### src/token_bucket_wait_calculator_macros.svh
// Assertion macros shared by the token bucket wait calculator modules.
`ifndef TOKEN_BUCKET_WAIT_CALCULATOR_MACROS_SVH
`define TOKEN_BUCKET_WAIT_CALCULATOR_MACROS_SVH

// Check that holds in the same cycle as its trigger.
`define TBWC_ASSERT_IMP(label, clk, rst, ante, cons) \
  label: assert property (@(posedge clk) disable iff (rst) (ante) |-> (cons)) \
    else $error("tbwc: same-cycle check failed");

// Check that holds in the cycle after its trigger.
`define TBWC_ASSERT_NEXT(label, clk, rst, ante, cons) \
  label: assert property (@(posedge clk) disable iff (rst) (ante) |=> (cons)) \
    else $error("tbwc: next-cycle check failed");

`endif

### src/tbwc_pkg.sv
// Package of the token bucket wait calculator: widths, codes, state and control types.
`default_nettype none

package tbwc_pkg;

  localparam int RATE_W           = 20;
  localparam int BYTES_W          = 32;
  localparam int WAIT_W           = 32;
  localparam int KB_SHIFT         = 10;
  localparam int TPS_DEFAULT      = 1024;
  localparam int BURST_DEFAULT    = 2;

  localparam logic KIND_TICK    = 1'b0;
  localparam logic KIND_CONSUME = 1'b1;

  typedef enum logic [2:0] {
    S_IDLE,
    S_CFG,
    S_TICK,
    S_CONS,
    S_DIV,
    S_FIN
  } state_t;

  typedef struct packed {
    logic item_load;
    logic cfg_load;
    logic cfg_apply;
    logic tick;
    logic consume;
    logic div_step;
    logic out_load;
  } dp_cmd_t;

  typedef struct packed {
    logic unlimited;
    logic covered;
    logic div_last;
  } dp_status_t;

endpackage

`default_nettype wire

### src/tbwc_dp.sv
// Datapath: bucket level, cap, cost, restoring divider and result registers.
`default_nettype none
`include "token_bucket_wait_calculator_macros.svh"

module tbwc_dp #(
  parameter int TICKS_PER_SECOND = tbwc_pkg::TPS_DEFAULT,
  parameter int BURST_SECONDS    = tbwc_pkg::BURST_DEFAULT
) (
  input  wire logic                         clk,
  input  wire logic                         rst,
  input  wire tbwc_pkg::dp_cmd_t            cmd,
  output tbwc_pkg::dp_status_t              status,
  input  wire logic [tbwc_pkg::BYTES_W-1:0] byte_count,
  input  wire logic [tbwc_pkg::RATE_W-1:0]  rate_kb_per_sec,
  output logic      [tbwc_pkg::WAIT_W-1:0]  wait_ticks,
  output logic                              granted_now
);
  import tbwc_pkg::*;

  localparam int TPS_W    = $clog2(TICKS_PER_SECOND + 1);
  localparam int COST_W   = BYTES_W + TPS_W;
  localparam int CAP_MUL  = (1 << KB_SHIFT) * TICKS_PER_SECOND * BURST_SECONDS;
  localparam int KW       = $clog2(CAP_MUL + 1);
  localparam int LEVEL_W  = RATE_W + KW;
  localparam int SUM_W    = LEVEL_W + 1;
  localparam int CMP_W    = (COST_W > LEVEL_W) ? COST_W : LEVEL_W;
  localparam int NQ       = COST_W - KB_SHIFT;
  localparam int CNT_W    = $clog2(NQ + 1);
  localparam int QX_W     = ((NQ > WAIT_W) ? NQ : WAIT_W) + 1;

  localparam logic [TPS_W-1:0] TPS_K = TPS_W'(TICKS_PER_SECOND);
  localparam logic [KW-1:0]    CAP_K = KW'(CAP_MUL);

  logic [RATE_W-1:0]  rate;
  logic [LEVEL_W-1:0] cap;
  logic               unl;
  logic [LEVEL_W-1:0] level;
  logic [COST_W-1:0]  cost;
  logic [RATE_W-1:0]  rem;
  logic [NQ-1:0]      quo;
  logic [CNT_W-1:0]   cnt;
  logic               res_grant;

  logic [COST_W-1:0]  cost_in;
  logic [LEVEL_W-1:0] cap_in;
  logic [SUM_W-1:0]   tick_sum;
  logic [CMP_W:0]     diff_m1;
  logic [CMP_W-1:0]   left_over;
  logic [RATE_W:0]    trial;
  logic               trial_ge;
  logic [QX_W-1:0]    q_inc;
  logic [WAIT_W-1:0]  wait_sat;

  assign cost_in = {{TPS_W{1'b0}}, byte_count} * {{BYTES_W{1'b0}}, TPS_K};
  assign cap_in  = {{KW{1'b0}}, rate_kb_per_sec} * {{RATE_W{1'b0}}, CAP_K};

  assign tick_sum = {1'b0, level} + SUM_W'({rate, {KB_SHIFT{1'b0}}});

  // cost + ~level is cost - level - 1; its carry says the level falls short
  assign diff_m1   = {1'b0, CMP_W'(cost)} + {1'b0, ~CMP_W'(level)};
  assign left_over = CMP_W'(level) - CMP_W'(cost);

  assign trial    = {rem, quo[NQ-1]};
  assign trial_ge = trial >= {1'b0, rate};

  // wait = floor((deficit - 1) / per_tick) + 1, clamped to the field
  assign q_inc    = QX_W'(quo) + QX_W'(1);
  assign wait_sat = (q_inc > QX_W'({WAIT_W{1'b1}})) ? {WAIT_W{1'b1}} : q_inc[WAIT_W-1:0];

  assign status.unlimited = unl;
  assign status.covered   = !diff_m1[CMP_W];
  assign status.div_last  = cnt == CNT_W'(1);

  always_ff @(posedge clk) begin
    if (rst) begin
      rate  <= '0;
      cap   <= '0;
      unl   <= 1'b1;
      level <= '0;
    end else begin
      if (cmd.cfg_load) begin
        rate <= rate_kb_per_sec;
        cap  <= cap_in;
      end
      if (cmd.cfg_apply) begin
        if (rate == '0) begin
          unl <= 1'b1;
        end else begin
          if (unl || level > cap) begin
            level <= cap;
          end
          unl <= 1'b0;
        end
      end
      if (cmd.tick && !unl) begin
        level <= (tick_sum > {1'b0, cap}) ? cap : tick_sum[LEVEL_W-1:0];
      end
      if (cmd.consume && !unl) begin
        if (status.covered) begin
          level <= left_over[LEVEL_W-1:0];
        end else begin
          level <= '0;
        end
      end
    end
  end

  always_ff @(posedge clk) begin
    if (cmd.item_load) begin
      cost <= cost_in;
    end
    if (cmd.consume) begin
      res_grant <= unl || status.covered;
      rem       <= '0;
      quo       <= diff_m1[COST_W-1:KB_SHIFT];
      cnt       <= CNT_W'(NQ);
    end
    if (cmd.div_step) begin
      rem <= trial_ge ? RATE_W'(trial - {1'b0, rate}) : trial[RATE_W-1:0];
      quo <= {quo[NQ-2:0], trial_ge};
      cnt <= cnt - CNT_W'(1);
    end
    if (cmd.out_load) begin
      granted_now <= res_grant;
      wait_ticks  <= res_grant ? '0 : wait_sat;
    end
  end

  `TBWC_ASSERT_NEXT(a_tick_within_cap, clk, rst, cmd.tick, unl || level <= cap)
  `TBWC_ASSERT_NEXT(a_cfg_within_cap, clk, rst, cmd.cfg_apply, unl || level <= cap)
  `TBWC_ASSERT_NEXT(a_rem_below_rate, clk, rst, cmd.div_step, rem < rate)
  `TBWC_ASSERT_NEXT(a_grant_no_wait, clk, rst, cmd.out_load, !granted_now || wait_ticks == '0)

endmodule

`default_nettype wire

### src/tbwc_ctrl.sv
// Controller: sequences config updates, ticks, consume checks, division and result hand-off.
`default_nettype none
`include "token_bucket_wait_calculator_macros.svh"

module tbwc_ctrl (
  input  wire logic                 clk,
  input  wire logic                 rst,
  input  wire logic                 in_valid,
  output logic                      in_stall,
  input  wire logic                 kind,
  input  wire logic                 cfg_valid,
  output logic                      cfg_ready,
  output logic                      out_valid,
  input  wire logic                 out_stall,
  output tbwc_pkg::dp_cmd_t         cmd,
  input  wire tbwc_pkg::dp_status_t status
);
  import tbwc_pkg::*;

  state_t state;
  state_t state_next;

  always_ff @(posedge clk) begin
    if (rst) begin
      state <= S_IDLE;
    end else begin
      state <= state_next;
    end
  end

  always_comb begin
    state_next = state;
    cmd        = '0;
    in_stall   = 1'b1;
    cfg_ready  = 1'b0;
    case (state)
      S_IDLE: begin
        cfg_ready = 1'b1;
        in_stall  = cfg_valid;
        if (cfg_valid) begin
          cmd.cfg_load = 1'b1;
          state_next   = S_CFG;
        end else if (in_valid) begin
          cmd.item_load = 1'b1;
          state_next    = (kind == KIND_CONSUME) ? S_CONS : S_TICK;
        end
      end
      S_CFG: begin
        cmd.cfg_apply = 1'b1;
        state_next    = S_IDLE;
      end
      S_TICK: begin
        cmd.tick   = 1'b1;
        state_next = S_IDLE;
      end
      S_CONS: begin
        cmd.consume = 1'b1;
        state_next  = (status.unlimited || status.covered) ? S_FIN : S_DIV;
      end
      S_DIV: begin
        cmd.div_step = 1'b1;
        if (status.div_last) begin
          state_next = S_FIN;
        end
      end
      S_FIN: begin
        if (!out_valid || !out_stall) begin
          cmd.out_load = 1'b1;
          state_next   = S_IDLE;
        end
      end
      default: begin
        state_next = S_IDLE;
      end
    endcase
  end

  always_ff @(posedge clk) begin
    if (rst) begin
      out_valid <= 1'b0;
    end else if (cmd.out_load) begin
      out_valid <= 1'b1;
    end else if (!out_stall) begin
      out_valid <= 1'b0;
    end
  end

  `TBWC_ASSERT_NEXT(a_fin_holds, clk, rst, state == S_FIN && out_valid && out_stall, state == S_FIN)
  `TBWC_ASSERT_IMP(a_beat_from_fin, clk, rst, $rose(out_valid), $past(state) == S_FIN)
  `TBWC_ASSERT_NEXT(a_div_runs, clk, rst, state == S_DIV && !status.div_last, state == S_DIV)

endmodule

`default_nettype wire

### src/token_bucket_wait_calculator.sv
// Top level of the token bucket wait calculator: controller and datapath.
//
//  channel  direction  handshake              payload
//  -------  ---------  ---------------------  -----------------------
//  in       sink       in_valid / in_stall    kind, byte_count
//  out      source     out_valid / out_stall  wait_ticks, granted_now
//  cfg      sink       cfg_valid / cfg_ready  rate_kb_per_sec
//
// A tick beat passes through S_TICK. A consume beat that is covered (or meets a
// disabled limiter) goes from S_CONS to S_FIN for its result; one that falls short
// first runs the one-bit-per-cycle restoring divider in S_DIV for 32 +
// clog2(TICKS_PER_SECOND+1) - 10 steps. A rate write passes through S_CFG.
// Reset (rst, synchronous) leaves the limiter disabled with rate zero.
// A result held under out_stall does not stop the next beat being taken; a
// consume beat then holds in its last step until the held result leaves.
// A config beat wins over an input beat offered in the same cycle.
`default_nettype none

module token_bucket_wait_calculator #(
  parameter int TICKS_PER_SECOND = tbwc_pkg::TPS_DEFAULT,
  parameter int BURST_SECONDS    = tbwc_pkg::BURST_DEFAULT
) (
  input  wire logic                         clk,
  input  wire logic                         rst,
  input  wire logic                         in_valid,
  output logic                              in_stall,
  input  wire logic                         kind,
  input  wire logic [tbwc_pkg::BYTES_W-1:0] byte_count,
  output logic                              out_valid,
  input  wire logic                         out_stall,
  output logic      [tbwc_pkg::WAIT_W-1:0]  wait_ticks,
  output logic                              granted_now,
  input  wire logic                         cfg_valid,
  output logic                              cfg_ready,
  input  wire logic [tbwc_pkg::RATE_W-1:0]  rate_kb_per_sec
);
  import tbwc_pkg::*;

  // Commands from the sequencer, flags back from the datapath
  dp_cmd_t    cmd;
  dp_status_t status;

  tbwc_ctrl u_ctrl (
    .clk       (clk),
    .rst       (rst),
    .in_valid  (in_valid),
    .in_stall  (in_stall),
    .kind      (kind),
    .cfg_valid (cfg_valid),
    .cfg_ready (cfg_ready),
    .out_valid (out_valid),
    .out_stall (out_stall),
    .cmd       (cmd),
    .status    (status)
  );

  // Level, cap and cost arithmetic plus the wait divider
  tbwc_dp #(
    .TICKS_PER_SECOND (TICKS_PER_SECOND),
    .BURST_SECONDS    (BURST_SECONDS)
  ) u_dp (
    .clk             (clk),
    .rst             (rst),
    .cmd             (cmd),
    .status          (status),
    .byte_count      (byte_count),
    .rate_kb_per_sec (rate_kb_per_sec),
    .wait_ticks      (wait_ticks),
    .granted_now     (granted_now)
  );

endmodule

`default_nettype wire

### config.mk
export PLATFORM = sky130hd
export DESIGN_NAME = token_bucket_wait_calculator
export DESIGN_NICKNAME = d
export VERILOG_FILES = /design/src/tbwc_pkg.sv /design/src/tbwc_dp.sv /design/src/tbwc_ctrl.sv /design/src/token_bucket_wait_calculator.sv
export VERILOG_INCLUDE_DIRS = /design/src /design/src/src
export SDC_FILE = /design/constraint.sdc
export NUM_CORES = 1
export LEC_CHECK = 0
export BUFFER_PORTS_ARGS = -buffer_cell sky130_fd_sc_hd__buf_4
export CORE_MARGIN = 1
export CORE_UTILIZATION = 58
export DETAILED_ROUTE_END_ITERATION = 16
export PLACE_DENSITY = 0.83
export SLEW_MARGIN = 20
export SYNTH_ARGS = -nofsm -noshare
export SYNTH_HDL_FRONTEND = slang
export SYNTH_HIERARCHICAL = 1
export SYNTH_SLANG_ARGS = --single-unit
### constraint.sdc
create_clock -name clk -period 5.6 [get_ports clk]
set_input_delay 0.56 -clock clk [delete_from_list [all_inputs] [get_ports clk]]
set_output_delay 0.56 -clock clk [all_outputs]
set_load 0.02 [all_outputs]
==> results.yml <==
status:
  status: "finished, final reports clean"
power:
  finalPower_w: 0.003996
  p_leak_nw: 6.807
  power_density_nw_per_um2: 245.7
  peakVddDrop_mv: 0.1658
yosys:
  synth_seq_cells: 182
  synth_fp_nets: 1796
  syn_inst: 1589
  ys_async_sr_fraction: 0
  ys_seq_area_frac: 0.3401
  yosysWarnings: 6
  synth_cell_types: 86
  synth_edf_count: 125
  mappedNetlistArea_um2: 14390
  ys.flop_type: "edfxtp_1"
  avgSynthCellArea_um2: 9.058
cells_and_area:
  layout_common_cells: "ha_1, buf_4, nor2_1, edfxtp_1, a21oi_1"
  drive_gt1_frac: 0.1313
  antennaDiodeCount: 0
  area_delta_synth_final_pct: 13.00
  nets: 1892
  final_common_cell: "ha_1"
  finalNonFillerCells: 2022
critical_path:
  criticalPathCategory: "flip-flop to flip-flop"
  critPathLaunchType: "flip-flop"
  cp_data_arrival_time_ns: 5.81
  critPathRequiredTime_ns: 5.94
  end_kind: "flip-flop"
  cp_max_fo: 10
floorplan:
  die_y_um: 159.5
  die_w_um: 159.5
  num_rows: 57
  ios: 94
  start_util: 0.5919
  die_area_um2: 25450
  core_area_um2: 24320
global_route:
  grt_overflow: 0
  grt_start_max_net_pins: 93
  grt_pass1_wl_um: 66920
  antenna_found_initial: 2
  groute.usage.overall: 0.3386
  grt_pass1_vias: 12460
sta:
  min_period_ns: 5.467
  finalCritPeriodShare: 0.9763
  tightestPinTransition_ns: 0.9125
  finalSetupViolCount: 0
  timing.slew.headroom: 0.3917
  clock.fmax_mhz: 182.9
  finalHoldViolCount: 0
  slew_viol_final: 0
  finalClockSkew_ns: 0.01645
detailed_routing:
  wl_per_cell_um: 21.24
  wirelength_um: 42950
  drc: 0
  num_vias: 12840
  ant_nets: 0
  vias_per_cell: 6.351
  drt_iter0_drc: 1295
  drt_pre_antenna_iters: 8
clock_network:
  cts_tree: "yes"
  clock_path_buffers: 2
  path_clk_slew_ns: 0.08
  cts_inserted_buffers: 17
  clock-sinks: 182
  root_buffer: "clkbuf_16"
  cts-hold-fix-buffers: 0
  cts_max_level: 4
  insertion_delay_ns: 0.45
placed_design:
  dp_hpwl_um: 32870
  dp.cells: 1985
  port-buffer-count: 93
  globalplace.congestion: 1.026
min_path:
  hold_path_class: "input pin to flip-flop"
job:
  drv_cap: 0
-- where the power goes --
group	internal [W]	leakage, nW	total, W	switching, W
Sequential	0.00150	1.60	0.00157	0.0000651
Combinational	0.000454	4.91	0.00115	0.000693
Clock	0.000651	0.300	0.00128	0.000630
Total	0.00261	6.81	0.00400	0.00139
-- worst max-delay path, cell delays in order (launching register included) --
cell,delay [ns]
dfxtp_1,0.43
ha_1,0.31
a211oi_1,0.11
o21ai_1,0.24
a311oi_2,0.16
o41ai_1,0.69
a41oi_2,0.26
xnor2_1,0.23
ha_1,0.32
nand3_1,0.10
nor4_1,0.34
buf_4,0.18
nand3_1,0.08
a211o_1,0.23
a2111o_1,0.37
nor4_4,0.21
buf_4,0.18
o22ai_4,0.15
buf_4,0.22
a21oi_1,0.14
o21ai_1,0.10
a311oi_1,0.30
-- per-layer routing --
layer,global-route usage,routed length [um]
met1,0.4234,17390
met2,0.5524,20010
met3,0.06747,3385
met4,0.1792,2140
met5,0,26
-- stage by stage --
| stage | setup slack, ns | utilization | instance area [um^2] | hold WS [ns] | TNS [ns] |
|---|---|---|---|---|---|
| 2_1_floorplan | 0.6540 | - | 14390 | 0.4953 | 0 |
| 3_3_place_gp | 0.3994 | 0.6404 | 15570 | 0.5177 | 0 |
| 6_report | 0.1328 | 0.6688 | 16260 | 0.2782 | 0 |
| 3_5_place_dp | 0.1838 | 0.6404 | 15570 | 0.5403 | 0 |
| 5_1_grt | -0.004815 | 0.6688 | 16260 | 0.2693 | -0.004815 |
| 4_1_cts | 0.05483 | 0.6661 | 16200 | 0.2710 | 0 |
-- flip-flops by register name, summed over array words and instances, names as in the netlist, 3 cells and up --
name             flops
u_dp/quo            33
u_dp/cnt             6
u_ctrl/state         3
u_dp/level          32
u_dp/cap            20
u_dp/cost           32
u_dp/rem            20
u_dp/wait_ticks     32
-- path summary, 6_finish.rpt --
check                         from                to  slack, ns  depth (start not counted)
setup reg to reg    u_dp/level[12]    u_dp/level[35]       0.13                         21
setup / recovery    u_dp/level[12]    u_dp/level[35]       0.13                         21
hold / removal       byte_count[1]     u_dp/cost[11]       0.28                          1
hold reg to reg   u_ctrl/out_valid  u_ctrl/out_valid       0.57                          2
-- cell families after synthesis --
kind of cell | Yosys count | share of synthesized area
compound gates | 452 | 0.2118
xor+xnor | 124 | 0.07545
fa+ha+maj | 149 | 0.1311
buf+inv | 183 | 0.05033
flops | 182 | 0.3401
mux | 54 | 0.03860
simple gates | 445 | 0.1527
-- what timing repair did --
action | in CTS | in global routing
gates resized for setup | 0 | 8
endpoints found under the setup margin | 0 | 29
setup buffers | 0 | 3
-- final cells by class --
cell class	instances	area, um^2
clock buffers	17	425.4
clock inverters	15	198.9
fillers	1905	8055
inverters	115	431.7
multi-input cells	1225	8825
flip-flops and latches	182	4897
well taps	324	405.4
repair buffers	144	1081
-- synthesized netlist by cell type (13+ instances only) --
master	number	area, um^2
nand3_1	32	160.2
inv_1	115	431.7
o21ai_0	96	480.5
nand4_1	31	193.9
xnor2_1	82	718.2
a221oi_1	19	166.4
edfxtp_1	125	3754
nor2_1	129	484.2
a21o_1	58	435.4
a31oi_1	17	106.4
nor2b_1	34	212.7
a211oi_1	18	135.1
a21oi_1	117	585.6
nand2b_1	18	112.6
nor3_1	28	140.1
mux2i_1	42	420.4
dfxtp_1	57	1141
xor2_1	42	367.9
o21bai_1	13	97.59
ha_1	146	1827
clkbuf_1	56	210.2
o21a_1	13	97.59
nand2_1	100	375.4
Note: power is estimated with default switching activity, not from simulation.
